File: config.mk
export PLATFORM = sky130hd
export DESIGN_NAME = motor_can_feedback_receiver_core_flat
export DESIGN_NICKNAME = d
export VERILOG_FILES = /design/src/rtl/mcfr_pkg.sv /design/src/rtl/mcfr_if.sv /design/src/rtl/motor_can_feedback_receiver_core.sv /design/src/flat_wrapper.sv
export SDC_FILE = /design/constraint.sdc
export NUM_CORES = 2
export LEC_CHECK = 0
export BUFFER_PORTS_ARGS = -buffer_cell sky130_fd_sc_hd__buf_2
export CORE_UTILIZATION = 45
export DETAILED_ROUTE_END_ITERATION = 8
export GPL_ROUTABILITY_DRIVEN = 0
export GPL_TIMING_DRIVEN = 0
export PLACE_DENSITY_LB_ADDON = 0.25
export SKIP_LAST_GASP = 1
export SLEW_MARGIN = 30
export SYNTH_ARGS = -nofsm -noshare
export SYNTH_HDL_FRONTEND = slang
export SYNTH_SLANG_ARGS = --single-unit
File: constraint.sdc
create_clock -name clock -period 41.6 [get_ports clock]
set_clock_uncertainty 0.15 [all_clocks]
set_input_delay 8.32 -clock clock [delete_from_list [all_inputs] [get_ports clock]]
set_output_delay 8.32 -clock clock [all_outputs]
set_load 0.05 [all_outputs]
File: src/rtl/mcfr_pkg.sv
// -----------------------------------------------------------------------------
// mcfr_pkg
// Shared types, codes and arithmetic helpers for the motor CAN feedback
// receiver.
// -----------------------------------------------------------------------------
`default_nettype none

package mcfr_pkg;

   // sizing
   localparam int MOTORS_DEFAULT = 4;
   localparam int CFG_ENTRIES    = 4;   // motor entry registers in the csr map
   localparam int CSR_INDEX_W    = 3;
   localparam int CSR_DATA_W     = 59;
   localparam int COUNT_W        = 3;
   localparam int ID_W           = 11;
   localparam int LIMIT_W        = 16;
   localparam int FCOUNT_W       = 32;
   localparam int MASK_W         = 32;
   localparam int ACK_W          = 64;
   localparam int DATA_W         = 64;
   localparam int SCALED_W       = 24;
   localparam int PROD_W         = 32;
   localparam int FOLD_W         = 38;
   localparam int POS_BITS       = 16;
   localparam int VT_BITS        = 12;

   // motor entry layout
   localparam int ENT_POS_LSB = 11;
   localparam int ENT_VEL_LSB = 27;
   localparam int ENT_TOR_LSB = 43;

   // csr indexes
   localparam logic [CSR_INDEX_W-1:0] CSR_MOTOR_COUNT  = 3'd0;
   localparam logic [CSR_INDEX_W-1:0] CSR_MOTOR_ENTRY0 = 3'd1;

   // protocol constants
   localparam logic [7:0]      OP_READ         = 8'h33;
   localparam logic [7:0]      OP_WRITE        = 8'h55;
   localparam logic [ID_W-1:0] BROADCAST_ID    = 11'h7FF;
   localparam logic [ID_W:0]   FEEDBACK_OFFSET = 12'h010;
   localparam logic [3:0]      NIBBLE          = 4'hF;
   localparam logic [15:0]     ID_SPAN         = 16'd32;

   // command codes
   localparam logic [1:0] CMD_FRAME     = 2'd0;
   localparam logic [1:0] CMD_CLR_ACK   = 2'd1;
   localparam logic [1:0] CMD_CLR_SEEN  = 2'd2;

   typedef enum logic [1:0] {
      RK_IGNORED  = 2'd0,
      RK_FEEDBACK = 2'd1,
      RK_ACK      = 2'd2,
      RK_CLEAR    = 2'd3
   } result_kind_type;

   typedef enum logic [1:0] {
      S_IDLE,
      S_MUL,
      S_FOLD,
      S_FIN
   } seq_state_type;

   typedef struct packed {
      logic [1:0]        command;
      logic [ID_W-1:0]   std_id;
      logic              is_standard;
      logic [3:0]        length;
      logic [DATA_W-1:0] frame_data;
   } req_payload_type;

   typedef struct packed {
      logic [1:0]                 result_kind;
      logic [1:0]                 motor_index;
      logic [3:0]                 error_flags;
      logic [3:0]                 motor_low_id;
      logic signed [SCALED_W-1:0] position;
      logic signed [SCALED_W-1:0] velocity;
      logic signed [SCALED_W-1:0] torque;
      logic [7:0]                 driver_temperature;
      logic [7:0]                 rotor_temperature;
      logic [FCOUNT_W-1:0]        frame_count;
      logic [MASK_W-1:0]          seen_mask;
      logic [ACK_W-1:0]           ack_record;
   } rsp_payload_type;

   // Division by 2^b - 1: n = q * (2^b - 1) + r is kept through every fold.
   typedef struct packed {
      logic [FOLD_W-1:0] q;
      logic [FOLD_W-1:0] r;
   } fold_type;

   // numerator x * 2L * 32 = (x * L) << 6
   function automatic fold_type fold_start(logic [PROD_W-1:0] prod);
      fold_type f;
      f.q = '0;
      f.r = {prod, 6'b0};
      return f;
   endfunction

   function automatic fold_type fold_step(fold_type f, int unsigned bits);
      logic [FOLD_W-1:0] mask;
      logic [FOLD_W-1:0] hi;
      fold_type          o;
      mask = (FOLD_W'(1) << bits) - FOLD_W'(1);
      hi   = f.r >> bits;
      o.q  = f.q + hi;
      o.r  = (f.r & mask) + hi;
      return o;
   endfunction

   // last fold, remainder correction, then remove the 32 * L offset
   function automatic logic [SCALED_W-1:0] fold_finish(fold_type f, int unsigned bits,
                                                       logic [LIMIT_W-1:0] lim);
      fold_type              g;
      logic [FOLD_W-1:0]     m;
      logic [SCALED_W-1:0]   q;
      g = fold_step(f, bits);
      m = (FOLD_W'(1) << bits) - FOLD_W'(1);
      q = g.q[SCALED_W-1:0] + SCALED_W'(g.r >= m);
      return q - SCALED_W'({lim, 5'b0});
   endfunction

endpackage

`default_nettype wire

File: src/rtl/mcfr_if.sv
// -----------------------------------------------------------------------------
// mcfr_if
// Valid/ready word channels for received frames and for results.
// -----------------------------------------------------------------------------
`default_nettype none

interface mcfr_req_if;
   import mcfr_pkg::*;

   logic            valid;
   logic            ready;
   req_payload_type payload;

   modport source (output valid, output payload, input ready);
   modport sink   (input valid, input payload, output ready);
endinterface

interface mcfr_rsp_if;
   import mcfr_pkg::*;

   logic            valid;
   logic            ready;
   rsp_payload_type payload;

   modport source (output valid, output payload, input ready);
   modport sink   (input valid, input payload, output ready);
endinterface

`default_nettype wire

File: src/rtl/motor_can_feedback_receiver_core.sv
// -----------------------------------------------------------------------------
// motor_can_feedback_receiver_core
// Receive side of a CAN motor bus: register acknowledgement capture, motor
// lookup, feedback unpack and fixed-point scaling, seen-id mask, frame counts.
// -----------------------------------------------------------------------------
// One word in, exactly one result word out. A feedback frame that matches a
// motor entry goes from acceptance to its result in the output register
// through accept + lookup + count-memory read, multiply + count write-back, two
// divide folds, then last fold + offset; every other word (acknowledgement,
// clears, ignored frames) goes from acceptance straight to the output register.
// The three scaling lanes run side by side through the multiply-and-fold
// divider by 2^b - 1. req ready is high only between items; the output
// register lets a new word in while the last result still waits on rsp.
// Per-motor frame counts live in a small synchronous memory with one valid
// bit per entry, so no clearing pass is needed after reset.
// Configuration (motor count, motor entries) is to be written by the user through
// csr_* only while the block is idle; the block itself does not enforce this.
`default_nettype none

module motor_can_feedback_receiver_core #(
   parameter int MOTORS = mcfr_pkg::MOTORS_DEFAULT
) (
   input  logic                               clock,
   input  logic                               reset,
   input  logic                               csr_we,
   input  logic [mcfr_pkg::CSR_INDEX_W-1:0]   csr_index,
   input  logic [mcfr_pkg::CSR_DATA_W-1:0]    csr_wdata,
   mcfr_req_if.sink                           req_chan,
   mcfr_rsp_if.source                         rsp_chan
);
   import mcfr_pkg::*;

   localparam int IDX_W = (MOTORS > 1) ? $clog2(MOTORS) : 1;

   // ---------------------------------------------------------------- state
   seq_state_type             state_ff, state_in;
   logic                      rsp_valid_ff, rsp_valid_in;
   rsp_payload_type           rsp_data_ff, rsp_data_in;

   logic [COUNT_W-1:0]        motor_count_ff;
   logic [CSR_DATA_W-1:0]     entry_ff [MOTORS];

   logic [MASK_W-1:0]         seen_ff, seen_in;
   logic                      ack_held_ff, ack_held_in;
   logic [ACK_W-1:0]          ack_rec_ff, ack_rec_in;

   // frame count memory, one valid bit per entry
   logic [FCOUNT_W-1:0]       count_mem [MOTORS];
   logic [MOTORS-1:0]         count_vld_ff;
   logic [FCOUNT_W-1:0]       rd_count_ff;
   logic                      rd_vld_ff;
   logic [FCOUNT_W-1:0]       count_ff, count_in;

   // per-item working registers
   result_kind_type           kind_ff, kind_in;
   logic [IDX_W-1:0]          idx_ff;
   logic [DATA_W-1:0]         data_ff;
   logic [LIMIT_W-1:0]        plim_ff, vlim_ff, tlim_ff;
   logic [PROD_W-1:0]         pprod_ff, vprod_ff, tprod_ff;
   fold_type                  pfold_ff, vfold_ff, tfold_ff;

   // ---------------------------------------------------------------- decode
   req_payload_type           rq;
   logic                      accept;
   logic                      req_ready;
   logic                      load;
   logic [15:0]               aid;
   logic [7:0]                opc;
   logic [3:0]                low;
   logic                      frame_ok;
   logic                      ack_match;
   logic                      fb_frame;
   logic [COUNT_W-1:0]        active;
   logic                      found;
   logic [IDX_W-1:0]          lk_idx;
   logic [CSR_DATA_W-1:0]     lk_entry;

   assign rq     = req_chan.payload;
   assign accept = req_chan.valid && req_ready;
   assign aid    = rq.frame_data[15:0];
   assign opc    = rq.frame_data[23:16];
   assign low    = rq.frame_data[3:0] & NIBBLE;

   // length codes 8..15 all count as full frames
   assign frame_ok  = (rq.command == CMD_FRAME) && rq.is_standard && rq.length[3];
   assign ack_match = frame_ok && ((opc == OP_READ) || (opc == OP_WRITE)) &&
                      (aid != 16'd0) && (aid <= ID_SPAN) && !ack_held_ff;
   assign fb_frame  = frame_ok && !ack_match && (rq.std_id != BROADCAST_ID);
   assign active    = (motor_count_ff > COUNT_W'(MOTORS)) ? COUNT_W'(MOTORS)
                                                           : motor_count_ff;

   // Lookup: id or id + 0x10 first, low nibble second; lowest entry wins.
   always_comb begin
      logic              hit_id;
      logic              hit_low;
      logic [IDX_W-1:0]  idx_id;
      logic [IDX_W-1:0]  idx_low;
      logic [ID_W-1:0]   cid;
      hit_id  = 1'b0;
      hit_low = 1'b0;
      idx_id  = '0;
      idx_low = '0;
      for (int i = MOTORS - 1; i >= 0; i--) begin
         cid = entry_ff[i][ID_W-1:0];
         if (COUNT_W'(i) < active) begin
            if ((cid == rq.std_id) ||
                (({1'b0, cid} + FEEDBACK_OFFSET) == {1'b0, rq.std_id})) begin
               hit_id = 1'b1;
               idx_id = IDX_W'(i);
            end
            if ((cid[3:0] & NIBBLE) == low) begin
               hit_low = 1'b1;
               idx_low = IDX_W'(i);
            end
         end
      end
      found    = hit_id || hit_low;
      lk_idx   = hit_id ? idx_id : idx_low;
      lk_entry = entry_ff[lk_idx];
   end

   always_comb begin
      case (rq.command)
         CMD_CLR_ACK, CMD_CLR_SEEN: kind_in = RK_CLEAR;
         CMD_FRAME: begin
            if (ack_match)
               kind_in = RK_ACK;
            else if (fb_frame && found)
               kind_in = RK_FEEDBACK;
            else
               kind_in = RK_IGNORED;
         end
         default: kind_in = RK_IGNORED;
      endcase
   end

   // seen mask and held acknowledgement change at the accepting edge
   always_comb begin
      seen_in     = seen_ff;
      ack_held_in = ack_held_ff;
      ack_rec_in  = ack_rec_ff;
      if (accept) begin
         case (rq.command)
            CMD_CLR_ACK: begin
               ack_held_in = 1'b0;
               ack_rec_in  = '0;
            end
            CMD_CLR_SEEN: seen_in = '0;
            CMD_FRAME: begin
               if (ack_match) begin
                  // id 32 is acknowledged but has no mask bit
                  if (aid < ID_SPAN)
                     seen_in = seen_ff | (MASK_W'(1) << aid[4:0]);
                  ack_held_in = 1'b1;
                  ack_rec_in  = {aid, opc, rq.frame_data[31:24], rq.frame_data[63:32]};
               end else if (fb_frame) begin
                  if (rq.std_id < ID_W'(MASK_W))
                     seen_in = seen_in | (MASK_W'(1) << rq.std_id[4:0]);
                  seen_in = seen_in | (MASK_W'(1) << low);
               end
            end
            default: seen_in = seen_ff;
         endcase
      end
   end

   // ---------------------------------------------------------------- sequencer
   always_comb begin
      state_in = state_ff;
      case (state_ff)
         S_IDLE: begin
            if (accept)
               state_in = (kind_in == RK_FEEDBACK) ? S_MUL : S_FIN;
         end
         S_MUL:  state_in = S_FOLD;
         S_FOLD: state_in = S_FIN;
         S_FIN: begin
            if (load)
               state_in = S_IDLE;
         end
         default: state_in = S_IDLE;
      endcase
   end

   always_comb begin
      req_ready = (state_ff == S_IDLE);
      load      = (state_ff == S_FIN) && (!rsp_valid_ff || rsp_chan.ready);
   end

   assign req_chan.ready = req_ready;
   assign rsp_valid_in   = load || (rsp_valid_ff && !rsp_chan.ready);

   // read-modify-write of the matched motor's count; the write lands in S_MUL,
   // well before the next item can read
   assign count_in = (rd_vld_ff ? rd_count_ff : '0) + FCOUNT_W'(1);

   // result word
   always_comb begin
      logic [2:0] idx_ext;
      idx_ext     = 3'(idx_ff);
      rsp_data_in = '0;
      rsp_data_in.result_kind = kind_ff;
      rsp_data_in.seen_mask   = seen_ff;
      rsp_data_in.ack_record  = ack_rec_ff;
      if (kind_ff == RK_FEEDBACK) begin
         rsp_data_in.motor_index        = idx_ext[1:0];
         rsp_data_in.error_flags        = data_ff[7:4];
         rsp_data_in.motor_low_id       = data_ff[3:0];
         rsp_data_in.position           = $signed(fold_finish(pfold_ff, POS_BITS, plim_ff));
         rsp_data_in.velocity           = $signed(fold_finish(vfold_ff, VT_BITS, vlim_ff));
         rsp_data_in.torque             = $signed(fold_finish(tfold_ff, VT_BITS, tlim_ff));
         rsp_data_in.driver_temperature = data_ff[55:48];
         rsp_data_in.rotor_temperature  = data_ff[63:56];
         rsp_data_in.frame_count        = count_ff;
      end
   end

   assign rsp_chan.valid   = rsp_valid_ff;
   assign rsp_chan.payload = rsp_data_ff;

   // ---------------------------------------------------------------- control regs
   always_ff @(posedge clock) begin
      if (reset) begin
         state_ff       <= S_IDLE;
         rsp_valid_ff   <= 1'b0;
         motor_count_ff <= '0;
         seen_ff        <= '0;
         ack_held_ff    <= 1'b0;
         ack_rec_ff     <= '0;
         count_vld_ff   <= '0;
         for (int i = 0; i < MOTORS; i++)
            entry_ff[i] <= '0;
      end else begin
         state_ff     <= state_in;
         rsp_valid_ff <= rsp_valid_in;
         seen_ff      <= seen_in;
         ack_held_ff  <= ack_held_in;
         ack_rec_ff   <= ack_rec_in;
         if (state_ff == S_MUL)
            count_vld_ff[idx_ff] <= 1'b1;
         if (csr_we) begin
            if (csr_index == CSR_MOTOR_COUNT)
               motor_count_ff <= csr_wdata[COUNT_W-1:0];
            // only the first CFG_ENTRIES entries are reachable from the map
            for (int i = 0; i < MOTORS; i++) begin
               if ((i < CFG_ENTRIES) && (csr_index == CSR_INDEX_W'(i) + CSR_MOTOR_ENTRY0))
                  entry_ff[i] <= csr_wdata;
            end
         end
      end
   end

   // ---------------------------------------------------------------- count memory
   always_ff @(posedge clock) begin
      if (accept)
         rd_count_ff <= count_mem[lk_idx];
      if (state_ff == S_MUL)
         count_mem[idx_ff] <= count_in;
   end

   // ---------------------------------------------------------------- datapath
   always_ff @(posedge clock) begin
      if (accept) begin
         kind_ff   <= kind_in;
         idx_ff    <= lk_idx;
         data_ff   <= rq.frame_data;
         rd_vld_ff <= count_vld_ff[lk_idx];
         plim_ff   <= lk_entry[ENT_POS_LSB +: LIMIT_W];
         vlim_ff   <= lk_entry[ENT_VEL_LSB +: LIMIT_W];
         tlim_ff   <= lk_entry[ENT_TOR_LSB +: LIMIT_W];
      end
      if (state_ff == S_MUL) begin
         count_ff <= count_in;
         // raw position {b1,b2}, velocity {b3,b4 hi}, torque {b4 lo,b5}
         pprod_ff <= PROD_W'({data_ff[15:8], data_ff[23:16]}) * PROD_W'(plim_ff);
         vprod_ff <= PROD_W'({data_ff[31:24], data_ff[39:36]}) * PROD_W'(vlim_ff);
         tprod_ff <= PROD_W'({data_ff[35:32], data_ff[47:40]}) * PROD_W'(tlim_ff);
      end
      if (state_ff == S_FOLD) begin
         pfold_ff <= fold_step(fold_step(fold_start(pprod_ff), POS_BITS), POS_BITS);
         vfold_ff <= fold_step(fold_step(fold_start(vprod_ff), VT_BITS), VT_BITS);
         tfold_ff <= fold_step(fold_step(fold_start(tprod_ff), VT_BITS), VT_BITS);
      end
      if (load)
         rsp_data_ff <= rsp_data_in;
   end

   // ---------------------------------------------------------------- assertions
   // held flag and record move together (a held id is never zero)
   a_ack_consistent: assert property (@(posedge clock) disable iff (reset)
      ack_held_ff == (ack_rec_ff != '0))
      else $error("ack flag and ack record disagree");

   // a count write-back only follows a freshly accepted feedback word
   a_single_rmw: assert property (@(posedge clock) disable iff (reset)
      (state_ff == S_MUL) |-> ($past(accept) && (kind_ff == RK_FEEDBACK)))
      else $error("count memory written outside a feedback item");

   // a finished result waits while the output register is still occupied
   a_fin_waits: assert property (@(posedge clock) disable iff (reset)
      (state_ff == S_FIN && rsp_valid_ff && !rsp_chan.ready) |=> (state_ff == S_FIN))
      else $error("result left before output register was free");

endmodule

`default_nettype wire

File: src/flat_wrapper.sv
// flat-port wrapper written by rule: the top's interface ports become plain ports
module motor_can_feedback_receiver_core_flat import mcfr_pkg::*;
#(
   parameter int MOTORS = mcfr_pkg::MOTORS_DEFAULT
)
  (clock, reset, csr_we, csr_index, csr_wdata, req_chan_valid, req_chan_payload, req_chan_ready, rsp_chan_valid, rsp_chan_payload, rsp_chan_ready);
  mcfr_req_if req_chan_i ();
  mcfr_rsp_if rsp_chan_i ();
  input  logic clock;
  input  logic reset;
  input  logic csr_we;
  input  logic [mcfr_pkg::CSR_INDEX_W-1:0] csr_index;
  input  logic [mcfr_pkg::CSR_DATA_W-1:0] csr_wdata;
  input wire logic [$bits(req_chan_i.valid)-1:0] req_chan_valid;
  input wire logic [$bits(req_chan_i.payload)-1:0] req_chan_payload;
  output wire logic [$bits(req_chan_i.ready)-1:0] req_chan_ready;
  output wire logic [$bits(rsp_chan_i.valid)-1:0] rsp_chan_valid;
  output wire logic [$bits(rsp_chan_i.payload)-1:0] rsp_chan_payload;
  input wire logic [$bits(rsp_chan_i.ready)-1:0] rsp_chan_ready;
  assign req_chan_i.valid = req_chan_valid;
  assign req_chan_i.payload = req_chan_payload;
  assign req_chan_ready = req_chan_i.ready;
  assign rsp_chan_valid = rsp_chan_i.valid;
  assign rsp_chan_payload = rsp_chan_i.payload;
  assign rsp_chan_i.ready = rsp_chan_ready;
  motor_can_feedback_receiver_core #(.MOTORS(MOTORS)) u_core (.clock(clock), .reset(reset), .csr_we(csr_we), .csr_index(csr_index), .csr_wdata(csr_wdata), .req_chan(req_chan_i), .rsp_chan(rsp_chan_i));
endmodule
==> results.yml <==
sta:
  worstMarginPinSlew_ns: 1.01
  finalSetupTns_ns: 0
  finalSetupViolCount: 0
  final_period_minus_worst_setup_slack_ns: 11.73
  slew_viol_final: 0
  maxSlewHeadroom_pct: 32.4
  timing.final.crit_share_pct: 28.2
  rsz0062_at_grt: "false"
  fmax_ghz: 0.0852
  whs_ns: 0.267
  finalHoldViolations: 0
layout:
  area_growth_pct: 13.7
  final_cell_mix: "edfxtp_1, inv_1, and2_1, nand2_1, fa_1"
  postLayoutCoreUtil_pct: 51.7
  drive_gt1_share_pct: 10.2
  fin_nets: 7710
  final_common_cell: "edfxtp_1"
worst_hold_path:
  hold_class: "register to register"
synthesis:
  yosys_most_used_dff: "edfxtp_1"
  syn_nets: 7186
  ys_seq_area_share_pct: 44.5
  post_synth.cell_area_avg_um2: 11.3
  syn_inst: 6108
  yosys_warnings: 0
  synth_edf_count: 955
  syn-cell-area_um2: 69200
  synth_cell_type_count: 88
  async_flop_share_pct: 0
  synth_seq_cells: 1062
worst_setup_path:
  critPathLaunchType: "primary input"
  worstSetupPathType: "primary input to register"
  path_max_fanout: 10
  critPathArrivalTime_ns: 12.27
  crit_required_ns: 42.13
  cp-end-kind: "register"
drt:
  via_per_inst: 5.30
  drc: 0
  drt_pass1_iterations: 8
  vias: 46489
  ant_nets: 0
  wl_um: 184000
  drt_iter0_drc: 3280
  wl_per_cell_um: 21.0
floorplanning:
  initial_utilization_pct: 45.5
  die_w_um: 394
  die_area_um2: 155000
  rows: 143
  die_h_um: 394
  core_um2: 152000
  io_pins: 379
clock_tree:
  post_cts_buffers: 0
  cts_tree: "yes"
  htree_levels: 3
  insertion_delay_ns: 0.77
  clk_pin_slew_ns: 0.06
  cts_root_buffer: "clkbuf_16"
  holdBufCountCts: 0
  cts_resized: 0
  cts_buffer_depth: 3
  clkSinkCount: 1062
  cts_buffers: 113
global_routing:
  overflow: 0
  use_met3_pct: 5.38
  grt_pass1_wl_um: 282000
  antenna_found_initial: 38
  first_global_vias: 47070
  track_usage_pct: 23.7
  use_met2_pct: 37.8
  grt.met1_usage_pct: 32.4
  grt.busiest_layer: "met2"
  grt_max_degree: 61
placed_design:
  io_buffers: 367
  hpwlAfterDp_um: 143000
status:
  status: "complete, no violations"
job:
  maxCapViolations: 0
state kept, by name, indices dropped and copies added (netlist names), 28 cells and up:
register                 cells
u_core.entry_ff            236
u_core.rsp_chan.payload    228
u_core.count_mem           128
u_core.ack_rec_ff           64
u_core.data_ff              64
u_core.pfold_ff             34
u_core.count_ff             32
u_core.pprod_ff             32
u_core.rd_count_ff          32
u_core.seen_ff              32
u_core.tfold_ff             30
u_core.vfold_ff             30
u_core.tprod_ff             28
u_core.vprod_ff             28
Yosys cell counts (10+ instances only):
master,count,share of area (%)
and3_1,46,0.42
o211ai_1,12,0.13
a211oi_1,27,0.29
a21oi_1,243,1.8
edfxtp_1,955,41
nand3_1,144,1.0
o21a_1,27,0.29
o31ai_1,12,0.13
a21o_1,60,0.65
mux2i_1,249,3.6
or3_1,17,0.15
nor2b_1,39,0.35
or2_2,13,0.12
fa_1,483,14
a31oi_1,22,0.20
nor4_1,22,0.20
clkbuf_1,186,1.0
inv_1,697,3.8
nor3_1,91,0.66
a31o_2,13,0.16
nand2b_1,33,0.30
nor2_1,232,1.3
o21ai_0,96,0.69
nand4_1,44,0.40
nand3b_1,12,0.13
dfxtp_1,107,3.1
nor3b_1,16,0.17
o21bai_1,25,0.27
ha_1,446,8.1
and2_1,608,5.5
xnor2_1,194,2.5
buf_2,21,0.15
a221oi_1,10,0.13
xor2_1,129,1.6
nand2_1,605,3.3
stage by stage:
step | setup WS [ns] | instances | area, um2
after floorplan | 22.15 | 6108 | 69200
after global placement | 15.31 | 8505 | 73600
after detailed placement | 29.14 | 8547 | 74700
after CTS | 29.94 | 8760 | 78700
after global routing | 29.77 | 8762 | 78700
final | 29.87 | 8774 | 78700
path summary, 6_finish.rpt:
check / startpoint / endpoint / slack (ns) / depth (start not counted)
max: req_chan_payload[1] / u_core.ack_rec_ff[31] / 29.87 / 10
min: u_core.ack_rec_ff[47] / u_core.rsp_chan.payload[47] / 0.27 / 0
max reg2reg: u_core.plim_ff[3] / u_core.pprod_ff[30] / 34.35 / 20
min reg2reg: u_core.ack_rec_ff[47] / u_core.rsp_chan.payload[47] / 0.27 / 0
layer usage:
metal,routed length [um],vias up
met1,80700,22814
met4,4530,32
met3,15500,309
met2,83300,1537
met5,203,-
li1,-,21797
kinds of logic (layout without fill, tap and decap cells):
logic type | count (synthesis) | count (layout) | synth area share (%)
and+or+nand+nor | 1956 | 1956 | 14.4
DFF | 1062 | 1062 | 44.5
buffers and inverters | 933 | 1555 | 5.29
adders and majority gates | 930 | 930 | 22.0
AOI/OAI and AO/OA | 655 | 655 | 6.08
xor gates and xnor gates | 323 | 323 | 4.09
muxes | 249 | 249 | 3.60
other | 0 | 14 | 0
critical path, cell delays in order:
cell and delay (ns):
buf_2 0.13, clkbuf_1 0.21, nor4_1 0.62, and3_1 0.30, o211ai_2 0.21, nor2_1 0.34
clkbuf_1 0.75, clkbuf_1 0.78, nand2_1 0.35, a21oi_1 0.21
layout make-up:
type / count / area [um2]
antenna: 14 / 35.0
buffer: 234 / 1050
clock buffer: 141 / 3090
clock inverter: 72 / 870
fill: 13346 / 73600
inverter: 699 / 2630
multi-input combinational: 4113 / 34900
sequential: 1062 / 30800
tap: 2030 / 2540
timing repair buffer: 409 / 2820
Power is left out: the tool's default activity adds up to more than one toggle a clock period on the data nets, which glitch-free logic cannot reach.
